### config.mk
export PLATFORM = sky130hd
export DESIGN_NAME = cttu_div
export DESIGN_NICKNAME = d
export VERILOG_FILES = /design/src/sv/cttu_pkg.sv /design/src/sv/cttu_div.sv
export SDC_FILE = /design/constraint.sdc
export NUM_CORES = 2
export LEC_CHECK = 0
export ABC_AREA = 1
export BUFFER_PORTS_ARGS = -buffer_cell sky130_fd_sc_hd__buf_2
export CORE_ASPECT_RATIO = 1.4
export CORE_UTILIZATION = 35
export CTS_CLUSTER_DIAMETER = 120
export DETAILED_ROUTE_END_ITERATION = 10
export PLACE_DENSITY_LB_ADDON = 0.1
export SLEW_MARGIN = 10
export SYNTH_ARGS = -nofsm -noshare
export SYNTH_HDL_FRONTEND = slang
export SYNTH_SLANG_ARGS = --single-unit
### constraint.sdc
create_clock -name clk -period 4.86 [get_ports clk]
set_input_delay 0.243 -clock clk [delete_from_list [all_inputs] [get_ports clk]]
set_output_delay 0.243 -clock clk [all_outputs]
set_load 0.05 [all_outputs]
### src/sv/cttu_pkg.sv
`timescale 1ns / 1ps
package cttu_pkg;

    // Fixed field widths of the ports
    localparam int INDEX_BITS    = 12;
    localparam int TIME_BITS     = 32;
    localparam int FRAC_OUT_BITS = 18;
    localparam int FRAC_OUT_F    = 16;
    localparam int PERIOD_BITS   = 16;

    localparam logic [PERIOD_BITS-1:0] PERIOD_RESET = 16'd2000;

    // Newton step magnitude is capped at 2^DIV_INT_BITS
    localparam int DIV_INT_BITS = 3;
    // cubic coefficients (times 6) grow this many bits over a sample
    localparam int COEF_GUARD   = 4;
    // headroom of residual and slope over sample plus fraction bits
    localparam int WIDE_GUARD   = 10;

    typedef logic [INDEX_BITS-1:0] index_t;

endpackage

### src/sv/cttu_div.sv
`timescale 1ns / 1ps
module cttu_div #(
    parameter int WW   = 42,
    parameter int F    = 16,
    parameter int CTXW = 1,
    localparam int QB  = F + cttu_pkg::DIV_INT_BITS,
    localparam int QW  = QB + 2
) (
    input  logic                 clk,
    input  logic                 rst_n,
    input  logic                 en,
    input  logic                 in_valid,
    input  logic signed [WW-1:0] num,
    input  logic signed [WW-1:0] den,
    input  logic [CTXW-1:0]      ctx_in,
    output logic                 out_valid,
    output logic signed [QW-1:0] quo,
    output logic                 zero,
    output logic [CTXW-1:0]      ctx_out
);

    localparam int RW = WW + cttu_pkg::DIV_INT_BITS + 1;

    logic [QB:0]     v_reg;
    logic            neg_reg  [QB+1];
    logic            cap_reg  [QB+1];
    logic            zero_reg [QB+1];
    logic [RW-1:0]   rem_reg  [QB+1];
    logic [RW-1:0]   dv_reg   [QB+1];
    logic [QB-1:0]   q_reg    [QB+1];
    logic [CTXW-1:0] ctx_reg  [QB+1];

    logic [WW-1:0] un;
    logic [WW-1:0] ud;
    logic [RW-1:0] ud8;
    logic [QW-1:0] mag;

    // magnitudes; divisor pre-scaled by 2^DIV_INT_BITS
    always_comb
    begin
        un  = num[WW-1] ? WW'(-num) : num;
        ud  = den[WW-1] ? WW'(-den) : den;
        ud8 = RW'({ud, {cttu_pkg::DIV_INT_BITS{1'b0}}});
    end

    // valid bits
    always_ff @(posedge clk or negedge rst_n)
    begin
        if (!rst_n)
        begin
            v_reg <= '0;
        end
        else if (en)
        begin
            v_reg <= {v_reg[QB-1:0], in_valid};
        end
    end

    // setup stage: signs, cap test
    always_ff @(posedge clk)
    begin
        if (en)
        begin
            neg_reg[0]  <= num[WW-1] ^ den[WW-1];
            cap_reg[0]  <= RW'(un) >= ud8;
            zero_reg[0] <= (den == '0);
            rem_reg[0]  <= RW'(un);
            dv_reg[0]   <= ud8;
            q_reg[0]    <= '0;
            ctx_reg[0]  <= ctx_in;
        end
    end

    // one quotient bit per stage, restoring
    for (genvar j = 1; j <= QB; j++)
    begin : g_bit
        logic [RW-1:0] dbl;
        logic          take;

        assign dbl  = {rem_reg[j-1][RW-2:0], 1'b0};
        assign take = dbl >= dv_reg[j-1];

        always_ff @(posedge clk)
        begin
            if (en)
            begin
                rem_reg[j]  <= take ? dbl - dv_reg[j-1] : dbl;
                q_reg[j]    <= {q_reg[j-1][QB-2:0], take};
                dv_reg[j]   <= dv_reg[j-1];
                neg_reg[j]  <= neg_reg[j-1];
                cap_reg[j]  <= cap_reg[j-1];
                zero_reg[j] <= zero_reg[j-1];
                ctx_reg[j]  <= ctx_reg[j-1];
            end
        end
    end

    // capped magnitude, then sign
    assign mag       = cap_reg[QB] ? {2'b01, {QB{1'b0}}} : {2'b00, q_reg[QB]};
    assign quo       = neg_reg[QB] ? -$signed(mag) : $signed(mag);
    assign out_valid = v_reg[QB];
    assign zero      = zero_reg[QB];
    assign ctx_out   = ctx_reg[QB];

endmodule

==> results of run 1 <==
## through the flow
stage               hold slack [ns]  area, um2  utilization
CTS                         0.00876     141000        0.405
detailed placement            0.231     132000        0.381
global placement              0.233     132000        0.381
floorplan                   -0.0526     122000            -
## cell families after synthesis
logic type               synth area share
adder cells (fa/ha/maj)            0.0887
flip-flops                          0.464
multiplexers                     0.000184
AO/OA/AOI/OAI                       0.131
AND/OR/NAND/NOR                     0.199
XOR/XNOR                           0.0464
buffers and inverters              0.0717
## synthesized netlist by cell type, drive strengths merged
| master | count | area, um2 |
|---|---|---|
| o31ai | 9 | 67.6 |
| a221oi | 2 | 17.5 |
| fa | 18 | 360 |
| xor2 | 340 | 2980 |
| and3 | 9 | 56.3 |
| o221a | 1 | 11.3 |
| mux2 | 2 | 22.5 |
| or2 | 70 | 443 |
| a21boi | 31 | 312 |
| a31oi | 149 | 932 |
| a41oi | 1 | 8.76 |
| and2 | 3 | 18.8 |
| o221ai | 25 | 219 |
| inv | 2095 | 7870 |
| nand3b | 33 | 248 |
| nand2 | 3293 | 12400 |
| clkbuf | 29 | 126 |
| o2111ai | 2 | 17.5 |
| nand3 | 670 | 3460 |
| o21bai | 142 | 1070 |
| clkinv | 6 | 22.5 |
| dfrtp | 20 | 500 |
| o22ai | 9 | 56.3 |
| o211ai | 7 | 52.6 |
| xnor2 | 307 | 2690 |
| ha | 837 | 10500 |
| nor3 | 177 | 896 |
| nor4 | 105 | 672 |
| o311ai | 1 | 8.76 |
| o21ai | 1254 | 6420 |
| a21oi | 1056 | 5330 |
| edfxtp | 1869 | 56100 |
| o21a | 22 | 165 |
| nor2 | 1347 | 5080 |
| nand4 | 155 | 970 |
| buf | 132 | 739 |
| a211oi | 16 | 120 |
| a21o | 154 | 1160 |
## timing repair
action                                  in CTS
hold endpoints to repair                   153
endpoints found under the setup margin       0
hold buffers                               112
## metal layers
metal / track usage / GRT overflow
met5: 0 / 0
met2: 0.816 / 3
met3: 0.117 / 2
met4: 0.664 / 12
met1: 0.291 / 0
==> metrics.md, run 1 <==
| Metric | Value |
|---|---|
| Syn_area_per_cell | 8.48 um2 |
| Synth unique cells | 58 |
| Number of I/O port buffers | 112 |
| Initial Util | 0.352 |
| Dpl cells | 19.5k |
| Mapped cell area | 122000 um2 |
| Die Wd | 501 um |
| First-pass GRT wire length | 1050 mm |
| Routability-driven placement congestion ratio | 1.07 |
| H-tree depth | 4 |
| Status | stopped before the end |
| Largest net degree at the start of global routing | 150 |
| Post-Synthesis Cells | 14.4k |
| First Err | [ERROR GRT-0116] Global routing finished with congestion. Check the congestion regions in the DRC Viewer. |
| Grt total ovfl | 17 |
| Post-CTS Resized | 0 |
| Post-CTS setup buffers | 0 |
| Clk sinks | 1889 |
| Dpl hpwl | 616 mm |
| Synth Register Bits | 1889 |
| Ys Warns | 0 |
| Stop stage | global routing |
| Register area share after synthesis | 0.464 |
| DIE HEIGHT | 701 um |
| CTS max path bufs | 4 |
| Number of global-route vias before repair | 127k |
| Syn Nets | 15.3k |
| Row cnt | 256 |
| Setup WS pre-CTS | 0.179 ns |
| Root Buffer | clkbuf_16 |
| All-layer global routing usage | 0.444 |
| CTS buffer count | 216 |
| Top Ports | 113 |
==> run 2, diff against run 1 <==
CORE_ASPECT_RATIO = unset   (was 1.4)
CORE_UTILIZATION = 20   (was 35)
CTS_CLUSTER_DIAMETER = unset   (was 120)
PLACE_DENSITY_LB_ADDON = 0.15   (was 0.1)
==> run 2 against run 1 <==
  * The flow now finishes without violations
  * Area after synthesis unchanged
  * Synthesized cell count unchanged
==> metrics.md, run 2 <==
| Metric | Value |
|---|---|
| Number of flops mapped to enable cells by yosys | 1869 (unchanged) |
| Register area share after synthesis | 0.464 (unchanged) |
| Largest register FFs | 801 |
| Required time of the critical path | 4.62 ns |
| DR vias | 101k |
| Cell taking the most area after synthesis | edfxtp_1 |
| CP max stage delay | 0.42 ns |
| Dpl cells | 22.6k (+15%) |
| First-pass GRT wire length | 721 mm |
| CP Buf/Inv Count | 2 |
| Fill cells | 66.9k |
| Nets@finish | 15.8k |
| CTS buffer count | 234 (+8.3%) |
| Hold Crit Start | num[41] |
| Net Switching | 42.4 mW |
| DIE HEIGHT | 783 um (+12%) |
| Commonest cells in the netlist | nand2_1, inv_1, edfxtp_1, nor2_1, o21ai_0 |
| Maxcap violations | 0 |
| Drt drc | 0 |
| Number of I/O port buffers | 112 (unchanged) |
| Tmin final | 4.16 ns |
| Number of global-route vias before repair | 101k |
| HP Class | in -> reg |
| Most frequent cells in the layout | nand2_1, inv_1, edfxtp_1 |
| Post-placement cell area | 133000 um2 (+0.80%) |
| Delay-heaviest family, CP | simple AND/OR/NAND/NOR gates |
| Die area | 614000 um2 |
| Reg power frac | 0.309 |
| Main synth FF type | edfxtp_1 |
| Tot Pwr | 90.6 mW |
| Simple-gate share of the synthesized area | 0.199 (unchanged) |
| Syn Nets | 15.3k (unchanged) |
| WL/cell | 22.0 um |
| Tcrit/Tclk final | 0.856 |
| Final instance area | 142000 um2 |
| Die Wd | 783 um (+56%) |
| Layout cells sized above 1 | 0.0550 |
| WP data arrival | 3.92 ns |
| Status | finished, final reports clean |
| Post-synthesis mux area share | 0.000184 (unchanged) |
| Slew headroom | 0.246 |
| Grt total ovfl | 0 |
| Finished Core Util | 0.235 |
| Compound-Gate Fraction of Synth Area | 0.131 (unchanged) |
| Leading cell type in the layout, fill and taps excluded | nand2_1 |
| All-layer global routing usage | 0.160 |
| First drt pass iteration count | 8 |
| Pwr dens | 636 nW/um2 |
| Worst Max-Slew Pin Slew | 1.12 ns |
| Mapped cell area | 122000 um2 (unchanged) |
| Fmax | 0.240 GHz |
| Crit path launch | cap_reg[19]$_DFFE_PP_ |
| CP endpoint kind | primary output |
| Final TNS setup | 0 ns |
| Synth Area in XOR/XNOR | 0.0464 (unchanged) |
| Largest family of logic cells by synthesized area | simple AND/OR/NAND/NOR gates |
| Peak supply drop | 349 uV |
| Cell Chain, Critical Path | inv_2 > nand2_1 > ha_1 > nand3_1 > nor2_1 > nand3_1 > or2_1 > nor2_1 > nand3_1 > nor2_1 > nor2_1 > xnor2_2 > buf_2 |
| Clk sinks | 1889 (unchanged) |
| CP dominant cell by count | nor2_1 |
| Reg clk slew, reported paths | 0.06 ns |
| Initial Util | 0.201 (-0.151) |
| Largest cells by area after synthesis | edfxtp_1, nand2_1, ha_1, inv_1, o21ai_0 |
| Total leakage power | 57.9 nW |
| Number of DRC markers in iteration 0 | 8174 |
| Comb pwr share | 0.497 |
| Worst r2r src | rem_reg[9][20]$_DFFE_PP_ |
| Fin. Hold Viols | 0 |
| Dpl hpwl | 427 mm (-31%) |
| Sw Ratio | 0.468 |
| Routability-driven placement congestion ratio | 0.904 (-16%) |
| Largest net degree at the start of global routing | 141 |
| Fin cells | 23.1k |
| Root Buffer | clkbuf_16 |
| Yosys top cell area share | 0.460 (unchanged) |
| Int Pwr | 48.2 mW |
| Syn_area_per_cell | 8.48 um2 (unchanged) |
| Max-slew violations | 0 |
| CTS max path bufs | 4 (unchanged) |
| Final setup vio count | 0 |
| Clk pwr share | 0.194 |
| Critical Path Source Type | flip-flop |
| Area growth syn-to-layout | 16.7% |
| Clk_skew | 0.119 ns |
| Setup crit end | quo[16] |
| Crit Path Max Fanout | 19 |
| Post-synthesis adder-cell area fraction | 0.0887 (unchanged) |
| Fraction of registers with async set/reset | 0.0106 (unchanged) |
| RR Endpoint | rem_reg[10][31]$_DFFE_PP_ |
| Top Ports | 113 (unchanged) |
| Ys Warns | 0 (unchanged) |
| FF-to-FF setup slack | 1.17 ns |
| Final wirelength | 508 mm |
| Routed vias/inst | 4.37 |
| Critical path depth | 13 |
| RSZ-0062 raised after global routing | no |
| Row cnt | 286 (+12%) |
| Post-Synthesis Cells | 14.4k (unchanged) |
| Critical Path Slowest Stage Cell | xnor2_2 |
| Synth Register Bits | 1889 (unchanged) |
| Crit path kind | reg -> out |
| R2R cell count | 12 |
| Synth unique cells | 58 (unchanged) |
| Core box area | 607000 um2 |
| CTS tree | done |
| H-tree depth | 4 (unchanged) |
| Top-count cell post-synth | nand2_1 |
| Antenna violations before repair | 21 |
| Worst skew pair latency | 0.99 ns |
| Antenna-violating nets left | 0 |
[run 2: metal layers]
metal | vias up | global-route usage | wire (um)
met5 | - | 0 | 55
met4 | 8 | 0.0385 | 13200
li1 | 49863 | - | -
met2 | 2344 | 0.272 | 239000
met1 | 48510 | 0.216 | 234000
met3 | 500 | 0.0174 | 21900
[run 2: repair_timing]
action                                 4_1_cts  5_1_grt
setup endpoints to repair                    2        2
resized for setup                            2        2
gates cloned                                 0        0
endpoints found under the hold margin      148        0
buffers inserted                             0        2
hold buffers                               139        0
[run 2: worst min-delay path, stage by stage]
cell     delay [ns]
buf_2          0.12
buf_4          0.24
nand2_1        0.12
xnor2_1        0.10
[run 2: logic make-up (layout without fill, tap and decap cells)]
kind of cell	count (synthesis)	count (layout)
adders and majority gates	855	855
xor gates and xnor gates	647	647
and+or+nand+nor	5862	5862
DFF	1889	1889
other	0	12
buffers and inverters	2262	2927
muxes	2	2
AOI/OAI and AO/OA	2881	2881
[run 2: cell type report]
cell class / instances / area (um2) / share of cell area
antenna: 12 / 30.0 / 0.000211
clock buffer: 275 / 6050 / 0.0425
sequential: 1889 / 56600 / 0.397
tap: 8064 / 10100 / 0.0708
multi-input combinational: 10247 / 56800 / 0.398
timing repair buffer: 396 / 3470 / 0.0243
inverter: 2101 / 7890 / 0.0554
clock inverter: 155 / 1550 / 0.0109
[run 2: per-stage QoR]
step / hold slack, ns / setup WS, ns
CTS: 0.00119 / 0.0817
global route: 0.0885 / 0.265
global placement: 0.234 / 0.598
finish: 0.107 / 0.698
detailed placement: 0.243 / 0.669
floorplan: -0.0526 / 1.72
[run 2: power by group through the flow]
stage	logic [mW]	clock network, mW	registers [mW]
after floorplan	28.9	0	25.4
after global placement	45.1	0	28.5
after detailed placement	44.6	0	28.4
after CTS	45.0	18.3	28.1
after global routing	49.7	18.8	28.3
final	45.0	17.6	28.0
[run 2: worst min path at each step]
| stage | to | cells after the start |
|---|---|---|
| after floorplan | v_reg[0]$_DFFE_PN0P_ | 0 |
| after global placement | v_reg[18]$_DFFE_PN0P_ | 1 |
| after detailed placement | v_reg[19]$_DFFE_PN0P_ | 1 |
| after CTS | rem_reg[0][16]$_DFFE_PP_ | 4 |
| after global routing | rem_reg[0][16]$_DFFE_PP_ | 4 |
| final | rem_reg[0][16]$_DFFE_PP_ | 4 |
Note: power is estimated with default switching activity, not from simulation.
